==> src/rtl/rhps_ram.sv <==
// rhps_ram: generic single-port-write, registered-read RAM, read-before-write
// no dependencies
module rhps_ram #(
  parameter  int WIDTH = 8,
  parameter  int DEPTH = 64,
  localparam int AW    = (DEPTH > 1) ? $clog2(DEPTH) : 1
) (
  input  logic             clk,
  input  logic             we,
  input  logic [AW-1:0]    waddr,
  input  logic [WIDTH-1:0] wdata,
  input  logic             re,
  input  logic [AW-1:0]    raddr,
  output logic [WIDTH-1:0] rdata
);

  logic [WIDTH-1:0] mem [DEPTH];
  logic [WIDTH-1:0] rdata_r;

  always_ff @(posedge clk) begin
    if (we) begin
      mem[waddr] <= wdata;
    end
    if (re) begin
      rdata_r <= mem[raddr];
    end
  end

  assign rdata = rdata_r;

endmodule
==> config.mk <==
export PLATFORM = sky130hd
export DESIGN_NAME = rhps_ram
export DESIGN_NICKNAME = d
export VERILOG_FILES = /design/src/rtl/rhps_ram.sv
export SDC_FILE = /design/constraint.sdc
export NUM_CORES = 1
export LEC_CHECK = 0
export BUFFER_PORTS_ARGS = -buffer_cell sky130_fd_sc_hd__buf_4
export CAP_MARGIN = 20
export CORE_UTILIZATION = 62
export CTS_CLUSTER_DIAMETER = 200
export DETAILED_ROUTE_END_ITERATION = 8
export PLACE_DENSITY = 0.82
export RECOVER_POWER = 50
export SYNTH_ARGS = -nofsm -noshare
export SYNTH_HDL_FRONTEND = slang
export SYNTH_SLANG_ARGS = --single-unit
export TNS_END_PERCENT = 30
==> constraint.sdc <==
create_clock -name clk -period 3.1 [get_ports clk]
set_clock_uncertainty 0.2 [all_clocks]
set_input_delay 0.465 -clock clk [delete_from_list [all_inputs] [get_ports clk]]
set_output_delay 0.465 -clock clk [all_outputs]
set_load 0.02 [all_outputs]
==> Word-level counts from Yosys, hierarchy flattened <==
Memory sizes are Yosys's and may differ from the RTL's. A register that Yosys moved wholly into a read port is not among the register bits.
Cells that the tools add are included.
{ "totals": {"register_bits": 0, "mem_bits_rw": 512, "input_bits": 23, "out_inout_bits": 8, "memories": 1} }
{ "memory_table": {"columns": ["memory", "depth", "width", "read_ports", "rd_clocked_by_memory_dff", "write_ports", "line", "rtl"], "rows": [
  ["mem", 64, 8, 1, 1, 1, "17", "logic [WIDTH-1:0] mem [DEPTH];"]
]} }
{ "classes": {"mux": 2} }
{ "op_table": {"columns": ["op", "n"], "rows": [
  ["1-bit 2-to-1 mux", 2]
]} }

==> Logic depth before layout (Yosys ltp) <==
Gate-level depths: netlist of the first run.
{ "depth": {"ltp_word": 2, "depth_mapped": 9} }

==> Worst setup path after synthesis of the first run <==
No wires, ideal clock.
{ "synth_path": {"kind": "input-to-reg", "start": "input raddr[1]", "end": "register rdata_r[3] (netlist: rdata[3]) (read register of mem), data pin", "setup_ns": 0.266, "arrival_ns": 2.005, "required_time_ns": 2.634, "setup_slack_ns": 0.629, "stages": 7, "n_path_buf": 3, "path_cell_list": "buf_4 buf_2 buf_2 mux4_2 mux4_2 o21ai_1 o41ai_1"} }
{ "synth_lines": {"columns": ["item", "line", "rtl"], "rows": [
  ["start, declared", "13", "input logic [AW-1:0] raddr,"],
  ["end, declared", "18", "logic [WIDTH-1:0] rdata_r;"]
]} }

==> results list, run 1 <==
- Register bit count reported by yosys: 520
- The die covers 0.0334 mm^2.
- The floorplan step set the die height to around 180 um.
* Drt first pass iters: 5
- After detailed routing, the number of remaining DRC violations is 0.
- Worst EP required: ~3.2 ns
* Register clock-pin slew on the reported worst setup and hold paths: 0.06 ns
* Final-layout setup total negative slack: 0 ns
- In this run the power density over the cells is between 600 and 700 mW/mm^2.
* Outcome: complete, no violations
- Transition at the pin with the smallest max-transition slack: ~1.5 ns
- Counting buffers and inverters, the worst setup path is 7 cells deep.
- Vias per std cell: between 6 and 7
* Peak supply drop: roughly 0.00046 V
- For this design the top-level I/O count stands at 31.
* Post-cts hold buffer count: 0
- Cell type group with the largest total delay on the critical path: buffers and inverters
* Routed length per placed instance: about 30 um
* Cell at the root of the clock tree: clkbuf_16
- For this run, the register share of the synthesized area comes to 0.771.
- F_max: 410 MHz
* End point of the critical path: rdata[3]
- Routability Congestion: 0.879
- The first global-routing pass estimated 68.2 mm of wire.
- The multi-input combinational cells in the finished layout cover a total of between 0.004 and 0.005 mm^2.
- In the finished design, the share of the clock period the worst path needs comes to 0.786.
- After the last flow step, the layout net total stands at between 1000 and 1500.
* Share of post-route cells with drive strength above 1: 0.299
- Detailed placement finished with a half-perimeter wire length of ~28 mm.
- Registers take 0.0156 mm^2.
- Critical path class: in -> reg
* Starting Density: 0.635
- Register-to-register setup slack: ~0.74 ns
- The synthesized design contains 520 enable-type register cells.
- The worst hold path begins at raddr[5].
- Critical Path Source Type: input port
- MaxCap Viol Count: 0
* Standard cell with the maximum stage delay on the critical path: a2111oi_0
* Count of vias placed by the detailed router: 10300
- Entering global routing, the biggest net connects 65 pins.
- Crit-path max FO: 54
- The clock passes through at most 3 buffers.
- Setup repair after global routing missed its margin: no
* Top post-synthesis cells by area: edfxtp_1 (77%), mux4_2 (14%), nor2_1 (1.5%)
* Average cell area after synthesis: around 22 um^2
* Syn Inst Count: 940
* Combined buffer and inverter count along the critical path: 3
* R2R cell count: 5
- Area of the core: 0.0319 mm^2
- Depth of the CTS H-tree: 2
- Yosys cell types: 39
* Post-CTS Setup Inserts: 0
* Remaining global-route overflow: 0
- In this run the static leakage power is about 7.4 nW.
* Total wire length after detailed routing: approximately 46 mm
- At the later pin of the worst-skew pair, clock insertion delay measures 0.56 ns.
- Power after layout: around 14 mW
- Clock buffer count from CTS: 49
* Chip Width: 183 um
- Crit path from: raddr[1]
- CTS Sinks: 520
- Critical path endpoint category: flop
* Initial drt markers: approximately 1300
* Library cell occupying the most area in the post-synthesis netlist: edfxtp_1
- Clock tree from TritonCTS: yes
- Most prevalent standard cell on the critical path: buf_4
- Post-Syn Area: about 0.020 mm^2
- In the synthesized netlist the dominant register cell turns out to be edfxtp_1.
- The final number of hold-violating endpoints came to 0.
- Synthesized net count: 963
- In this run the tightest slew margin relative to its limit is 0.0217.
* Count of synthesis-stage warnings from yosys: 0
- The number of max-slew violations in the final report was 0.
* Number of filler instances in the final layout: ~1800
- Final antenna-violating net count: 0
- In this run the critical register-to-register path is launched from mem[17][6].
- For this run, asynchronously set or reset flops after synthesis account for 0.
* Rows: 65
- # resized after CTS: 0
* Critical register-to-register path endpoint: rdata[6]
* Final setup violation count: 0
- The repair_antennas step left the layout with diodes totalling 0.
- Of the post-synthesis cell area, the dominant cell type holds 0.771.
* Final worst path period need: approximately 2.4 ns
- For this run, the slowest stage of the critical path takes 0.55 ns.
* Cell chain of the critical path: buf_4 -> buf_12 -> mux4_2 -> nor2b_1 -> a2111oi_0 -> buf_4 -> o41ai_1
* Worst Hold Class: in -> reg
- Via count of the first global-routing pass: 10500
- Arrival time of data at the critical path endpoint: 2.52 ns
- Global Route Usage Sum: 0.288
* Antenna violations before repair: 1
- The count of buffers added on input and output ports is 30.
- From synthesis to final layout, the design area changed by 13.6%.
==> cell families (layout without fill, tap and decap cells) <==
kind of cell	count (synthesis)	in the layout	share of synthesized area
compound gates	54	54	0.0206
buf+inv	51	213	0.0156
flops	520	520	0.771
mux	162	162	0.159
simple gates	153	153	0.0337
==> cell usage in the layout, fill, tap and decap left out, types with 12 or more instances in the layout <==
cell and n:
buf_4 108, clkbuf_1 12, clkbuf_16 51, clkinv_1 13
edfxtp_1 520, mux2_2 13, mux2i_1 23, mux4_2 126
nand2_1 19, nand3_1 13, nor2_1 83, nor2b_1 14
==> metal layers <==
layer  up-vias  global-route usage  wire length, um
li1       4175                   -                -
met1      5327               0.410            17100
met2       727               0.460            22400
met3       108              0.0517             4710
met4         2              0.0971             1510
met5         -                   0               11
==> how the worst min path moves through the flow <==
stage / end / slack, ns / cells after the start
6_report: rdata[0] / 0.20 / 3
5_1_grt: rdata[0] / 0.20 / 3
4_1_cts: rdata[2] / 0.02 / 1
2_1_floorplan: mem[0][0] / 0.36 / 0
3_3_place_gp: rdata[6] / 0.60 / 1
3_5_place_dp: rdata[1] / 0.60 / 1
==> cell type report <==
type                       count  share of cell area
multi-input combinational    369               0.188
clock buffer                  60              0.0570
sequential                   520               0.679
timing repair buffer         125              0.0424
clock inverter                28              0.0101
tap                          435              0.0237
==> flip-flops by register name, indices dropped and copies added, names as in the netlist <==
name   count
mem      512
rdata      8
==> through the flow <==
stage | setup slack [ns] | utilization | instance area [um^2] | hold WS (ns) | instances
2_1_floorplan | 0.629 | - | 20200 | 0.364 | 940
3_3_place_gp | 0.234 | 0.674 | 21500 | 0.597 | 1449
3_5_place_dp | 0.151 | 0.674 | 21500 | 0.599 | 1449
4_1_cts | 0.693 | 0.722 | 23000 | 0.0196 | 1537
5_1_grt | 0.600 | 0.721 | 23000 | 0.199 | 1537
6_report | 0.663 | 0.721 | 23000 | 0.205 | 1537
==> cell usage after synthesis, types with 3 or more instances <==
cell type	instances
mux2_2	13
mux4_2	126
edfxtp_1	520
a22oi_1	3
o221ai_1	8
a21oi_1	3
a211oi_1	4
nor2_1	83
buf_1	4
o2bb2ai_1	3
mux2i_1	23
nand2b_1	7
nand3b_1	3
buf_2	11
buf_6	4
nand2_1	19
buf_4	13
nor2b_1	14
nand3_1	13
o22ai_1	8
clkbuf_1	17
nor3_1	7
a221oi_1	6
o2111ai_1	3
==> power by group <==
group | switching (mW) | internal (mW) | total, mW | leakage, nW
clock network | 2.46 | 3.32 | 5.78 | 0.752
logic | 0.456 | 0.291 | 0.748 | 1.92
registers | 0.0250 | 7.81 | 7.83 | 4.69
==> worst register-to-register path, delay by kind of cell, from the launching register on <==
family,cells,cell delay [ns]
flip-flops,1,0.39
multiplexers,2,0.76
AND/OR/NAND/NOR,1,0.34
AO/OA/AOI/OAI,2,0.42
(Power assumes the default switching activity.)
==> run 2, diff against run 1 <==
CORE_UTILIZATION = 56   (was 62)
PLACE_DENSITY = 0.78   (was 0.82)
clock period = 2.03 ns   (was 3.1 ns; I/O delays follow)
==> results list, run 2 (synthesis gave the netlist of run 1 again) <==
- The flow ran to the end, but the final reports show violations.
- Violated checks: negative setup slack
* Worst slack on hold paths: around 0.04 ns
- Post-Route M1 WL: about 17 mm
* Drt first pass iters: 5
- Transition at the pin with the smallest max-transition slack: around 1.4 ns
- The largest single stage delay on the critical path is ~0.55 ns.
* Final worst path period need: between 2 and 2.5 ns
- Along the worst path, the maximum fanout reaches 1.
* Largest net degree at the start of global routing: 65
* First-pass GRT wire length: 66.0 mm
* Launch point of the worst hold path: raddr[5]
* Clock network power share: 0.390
* Total wire length after detailed routing: between 40 and 50 mm
* Part of the total power dissipated in sequential elements: 0.551
- From synthesis to final layout, the design area changed by 16.9%.
- Clock buffer count from CTS: 49
* Depth of the CTS H-tree: 2
- Across the run, the number of max-cap violations was 0.
- Setup repair after global routing could not meet its margin everywhere.
* Starting Density: 0.569
- The number of max-slew violations in the final report is 0.
* Remaining global-route overflow: 0
- STA classifies the critical path startpoint as a flop.
- The core region is 0.0356 mm^2.
* Worst setup slack after layout: -0.166 ns
- CTS Sinks: 520
* Cell count of the worst hold path: 3
- The register with the most flip-flops in the layout has 512 of them.
- Vias per std cell: 6.35
* R2R cell count: 5
- In this run the worst setup path begins at mem[15][2].
- In the final timing run, aggregate negative setup slack is -0.832 ns.
* Top library cells by usage in the layout, fill and taps aside: edfxtp_1 (520), buf_4 (177), mux4_2 (126), nor2_1 (81), clkbuf_16 (49)
- Ranked by flip-flop count, first place goes to mem.
* Final setup violation count: 8
* Number of filler instances in the final layout: about 2200
- Clock tree from TritonCTS: yes
- In the detailed route, the total length drawn on met3 is around 4 mm.
- Internal power contribution: 17.3 mW
- In this run the vertical extent of the chip is roughly 190 um.
* Rows: 69
- Register clock-pin slew on the reported worst setup and hold paths: ~0.070 ns
- Chip Width: between 150 and 200 um
- VDD sags by at most between 0.0007 and 0.0008 V.
- The number of antenna violations at the first check in global routing is 1.
- Final antenna-violating net count: 0
* Standard cell with the maximum stage delay on the critical path: mux4_2
- Detail Placement HPWL: around 28 mm
* Routability Congestion: between 0.8 and 0.9
- Highest signal layer in the routed design: met5
- Initial drt markers: roughly 1200
- F_max: approximately 460 MHz
* Count of vias placed by the detailed router: 10400
* Most prevalent standard cell on the critical path: mux4_2
- In this run the deepest clock path goes through 3 buffers.
- Share of post-route cells with drive strength above 1: 0.356
- Power density of the placed cells: between 900 and 1000 mW/mm^2
- The count of buffers added on input and output ports is 30.
- Antenna diode count: 0
- Static leakage power: between 7 and 8 nW
- Period utilization: 1.08
- The library cell used most frequently in the layout, excluding fill and tap cells, is edfxtp_1.
* Critical path endpoint category: flop
* Detail Route met2 WL: around 22 mm
- Final nets: between 1000 and 1500
- Dividing the detail-routed wire length by the instance count gives ~28 um.
- Measured against its own limit, the worst slew margin works out to 0.0553.
* Cell chain of the critical path: mux4_2 -> mux4_2 -> nor2_2 -> nor3_1 -> o2bb2ai_1
- Worst EP required: between 2 and 2.5 ns
- In this run the clock root is driven by a clkbuf_16.
- Once layout is complete, the utilization of the core stands at 0.666.
- Number of remaining DRC errors: 0
- The die covers roughly 0.037 mm^2.
* Switching power as a share of total power: 0.205
* Arrival time of data at the critical path endpoint: between 2 and 2.5 ns
* Sw power: roughly 4.4 mW
* Worst Hold Class: in -> reg
- In this run the critical register-to-register path is launched from mem[15][2].
- Worst skew pair latency: ~0.55 ns
- The final number of hold-violating endpoints came to 0.
- Of the total power, combinational logic draws 0.059.
* Critical path class: reg -> reg
- Number of top-level design ports: 31
* Via count of the first global-routing pass: ~10000
* Global Route Usage Sum: 0.252
run 2: cell type report:
type                    instances  area [um^2]  share of cell area
multi-input cells             369         4410               0.186
clock inverters                21          191             0.00809
clock buffers                  59         1260              0.0534
repair buffers                200         1620              0.0682
flip-flops and latches        520        15600               0.660
well taps                     461          577              0.0244
run 2: critical path: cells and delay by family (launching register included):
| family | cells | cell delay (ns) |
|---|---|---|
| AND/OR/NAND/NOR | 2 | 0.19 |
| multiplexers | 2 | 1.06 |
| AO/OA/AOI/OAI | 1 | 0.13 |
| flip-flops | 1 | 0.37 |
run 2: worst paths after layout:
path              end  slack [ns]
max          rdata[2]       -0.17
min          rdata[0]        0.04
max reg2reg  rdata[2]       -0.17
min reg2reg  rdata[6]        0.77
run 2: per-stage QoR:
stage          cells  setup slack [ns]  area, um^2  power [mW]
2_1_floorplan    940            -0.160       20300        12.8
3_3_place_gp    1549            -0.799       22100        13.4
3_5_place_dp    1549            -0.767       22100        13.4
4_1_cts         1630            -0.157       23700        21.8
5_1_grt         1630            -0.211       23700        22.2
6_report        1630            -0.166       23700        21.7
run 2: metal layers:
metal | track usage | up-vias
met5 | 0 | -
met4 | 0.0951 | 2
met3 | 0.0455 | 102
met2 | 0.398 | 560
met1 | 0.356 | 5368
li1 | - | 4323
run 2: timing repair:
item / in CTS / in global routing
hold buffers: 1 / 0
endpoints found under the hold margin: 8 / 0
buffers inserted: 0 / 0
pin swaps: 5 / 2
resized for setup: 18 / 4
endpoints found under the setup margin: 8 / 8
run 2: power by group through the flow:
stage | logic [mW] | registers (mW) | clock network [mW]
after global placement | 1.21 | 12.2 | 0
after CTS | 1.28 | 11.9 | 8.54
final | 1.28 | 12.0 | 8.47
after detailed placement | 1.24 | 12.2 | 0
after floorplan | 0.642 | 12.2 | 0
after global routing | 1.35 | 12.0 | 8.94
==> run 3, diff against run 2 <==
GPL_TIMING_DRIVEN = 0   (was unset)
==> results list, run 3 (synthesis gave the netlist of run 1 again) <==
- First-pass GRT wire length: about 69 mm
* Number of remaining DRC errors: 0
- The register with the most flip-flops in the layout has just over 500 of them.
- Setup slack on the critical path of the routed design comes to -0.302 ns.
* Worst Hold Class: in -> reg
- Layout Utilization: 0.643
* Slew headroom: 0.0413
- Data on the critical path is required at its endpoint by 2.12 ns.
* Detail Placement HPWL: 29.2 mm
* Final antenna-violating net count: 0
- Critical path class: reg -> reg
- Port buffering added 22 buffers.
* Outcome: complete, but fails checks
* Peak supply drop: 0.000586 V
- The worst register-to-register path has a setup slack of -0.30 ns.
- Final nets: between 1000 and 1500
* Setup repair after global routing missed its margin: yes
* Share of post-route cells with drive strength above 1: 0.312
- For this design, the sink count on the clock tree is 520.
- Most common library cell in the layout ignoring fill and taps: edfxtp_1
- At the later pin of the worst-skew pair, clock insertion delay measures about 0.58 ns.
* Cell count of the worst hold path: 3
- Cell internal power was estimated by the tool at ~17 mW.
* Chip Width: between 150 and 200 um
- Critical register-to-register path endpoint: rdata[1]
- Fill cells in the final layout number around 2200.
* MaxCap Viol Count: 0
- The routed layout has just over 10000 vias.
- The number of cells on the worst reg-to-reg path is 5.
- Critical path endpoint category: flop
- Data on the critical path arrives at its endpoint at roughly 2.4 ns.
- Register clock-pin slew on the reported worst setup and hold paths: 0.06 ns
* Largest net degree at the start of global routing: 65
- At the end of routability-driven placement, the weighted congestion stood at between 0.9 and 1.
- Of the total power, the share spent switching nets is 0.213.
- Transition at the pin with the smallest max-transition slack: ~1.4 ns
* Via count of the first global-routing pass: around 10000
- Crit-path max FO: 1
* Clock network power share: 0.394
- The number of antenna violations at the first check in global routing came to 0.
* Register bank with the most flops: mem
* Power density of the placed cells: ~960 mW/mm^2
* Die Span Y: 192 um
* Combinational group share of total power: 0.059
* Initial drt markers: between 1000 and 1500
* Drt first pass iters: 7
* Post-CTS Setup Inserts: 0
* Rows: 69
- Routed length per placed instance: about 31 um
- Total count of hold-check failures in the final report: 0
* Placed instance area: approximately 0.021 mm^2
* Clock tree buffer depth: 3
* Area of the core: about 0.036 mm^2
* Violated checks: negative setup slack
- Design area: between 0.02 and 0.025 mm^2
* Cell at the root of the clock tree: clkbuf_16
- Worst r2r src: mem[15][1]
- Dividing the final minimum period by the clock period gives 1.15.
- Total count of max-transition violations in the final report: 0
- The smallest clock period supported by the final layout is computed as ~2.3 ns.
- Total wire length after detailed routing: around 48 mm
- The die covers 0.0369 mm^2.
* Top library cells by usage in the layout, fill and taps aside: edfxtp_1 (520), mux4_2 (126), clkbuf_16 (49), nor2_1 (39), nor2_2 (36)
- Starting Density: 0.569
- Depth of the CTS H-tree: 2
* Sw power: ~4.7 mW
- Antenna diode count: 0
- For hold timing, the worst endpoint is mem[49][0].
- Static timing analysis puts the maximum clock frequency at 429 MHz.
- Number of top-level design ports: 31
- TritonCTS built the clock tree.
- Part of the total power dissipated in sequential elements: 0.547
- Vias per std cell: 6.69
- Launch point of the worst hold path: waddr[0]
* Clock buffer count from CTS: 48
- The worst setup path is launched from a flop.
* Remaining global-route overflow: 0
- Area growth from synthesis to layout: 12.9%
- Summed over all cells, the static leakage comes to a little over 7 nW.
- For this run, the total global-route usage over all layers was measured as 0.270.
- Final setup violation count: 88
## run 3: metal layers
layer / up-vias / GRT usage / share of wire
li1: 4097 / - / -
met1: 5243 / 0.377 / 0.37
met2: 686 / 0.424 / 0.48
met3: 124 / 0.0576 / 0.11
met4: 0 / 0.102 / 0.038
met5: - / 0 / 0
## run 3: worst max-delay path by stage
stage                           from       end  slack, ns  cells past startpoint
after floorplan             raddr[0]  rdata[7]      -0.16                      7
after global placement      raddr[2]  rdata[3]      -1.37                      7
after detailed placement    raddr[2]  rdata[5]      -1.45                      7
after global routing       mem[2][2]  rdata[2]      -0.32                      5
after CTS                  mem[2][2]  rdata[2]      -0.29                      5
final                     mem[15][1]  rdata[1]      -0.30                      5
## run 3: timing repair
action / 4_1_cts / 5_1_grt
hold buffers: 2 / 0
gates resized for setup: 51 / 52
hold endpoints to repair: 10 / 0
pin swaps: 2 / 4
endpoints found under the setup margin: 136 / 352
## run 3: area by class of cell
| type | instances | area [um^2] | share of cell area |
|---|---|---|---|
| well taps | 461 | 577 | 0.0252 |
| clock buffers | 61 | 1270 | 0.0556 |
| clock inverters | 29 | 210 | 0.00919 |
| repair buffers | 26 | 180 | 0.00788 |
| multi-input cells | 369 | 4620 | 0.202 |
| flip-flops and latches | 520 | 15600 | 0.683 |
| plain buffers | 51 | 399 | 0.0175 |
## run 3: critical path, cell delays in order (launching register included)
cell	delay, ns
edfxtp_1	0.36
mux4_2	0.51
mux4_2	0.55
nor2_2	0.16
nor3_1	0.08
o2bb2ai_2	0.18
## run 3: stage by stage
| stage | hold slack [ns] | setup TNS (ns) | instances | power [mW] | worst slack [ns] |
|---|---|---|---|---|---|
| finish | 0.187 | -5.57 | 1517 | 21.8 | -0.302 |
| global route | 0.236 | -9.78 | 1517 | 22.3 | -0.315 |
| CTS | 0.0835 | -4.55 | 1517 | 21.8 | -0.285 |
| detailed placement | 0.453 | -266.32 | 1425 | 13.3 | -1.45 |
| global placement | 0.453 | -237.60 | 1423 | 13.3 | -1.37 |
| floorplan | 0.203 | -1.24 | 940 | 12.8 | -0.160 |
## run 3: power groups by stage
stage          Sequential, mW  Combinational [mW]  Clock [mW]
2_1_floorplan            12.2               0.642           0
3_3_place_gp             12.2                1.16           0
3_5_place_dp             12.2                1.18           0
4_1_cts                  11.9                1.25        8.65
5_1_grt                  11.9                1.34        9.02
6_report                 11.9                1.29        8.62
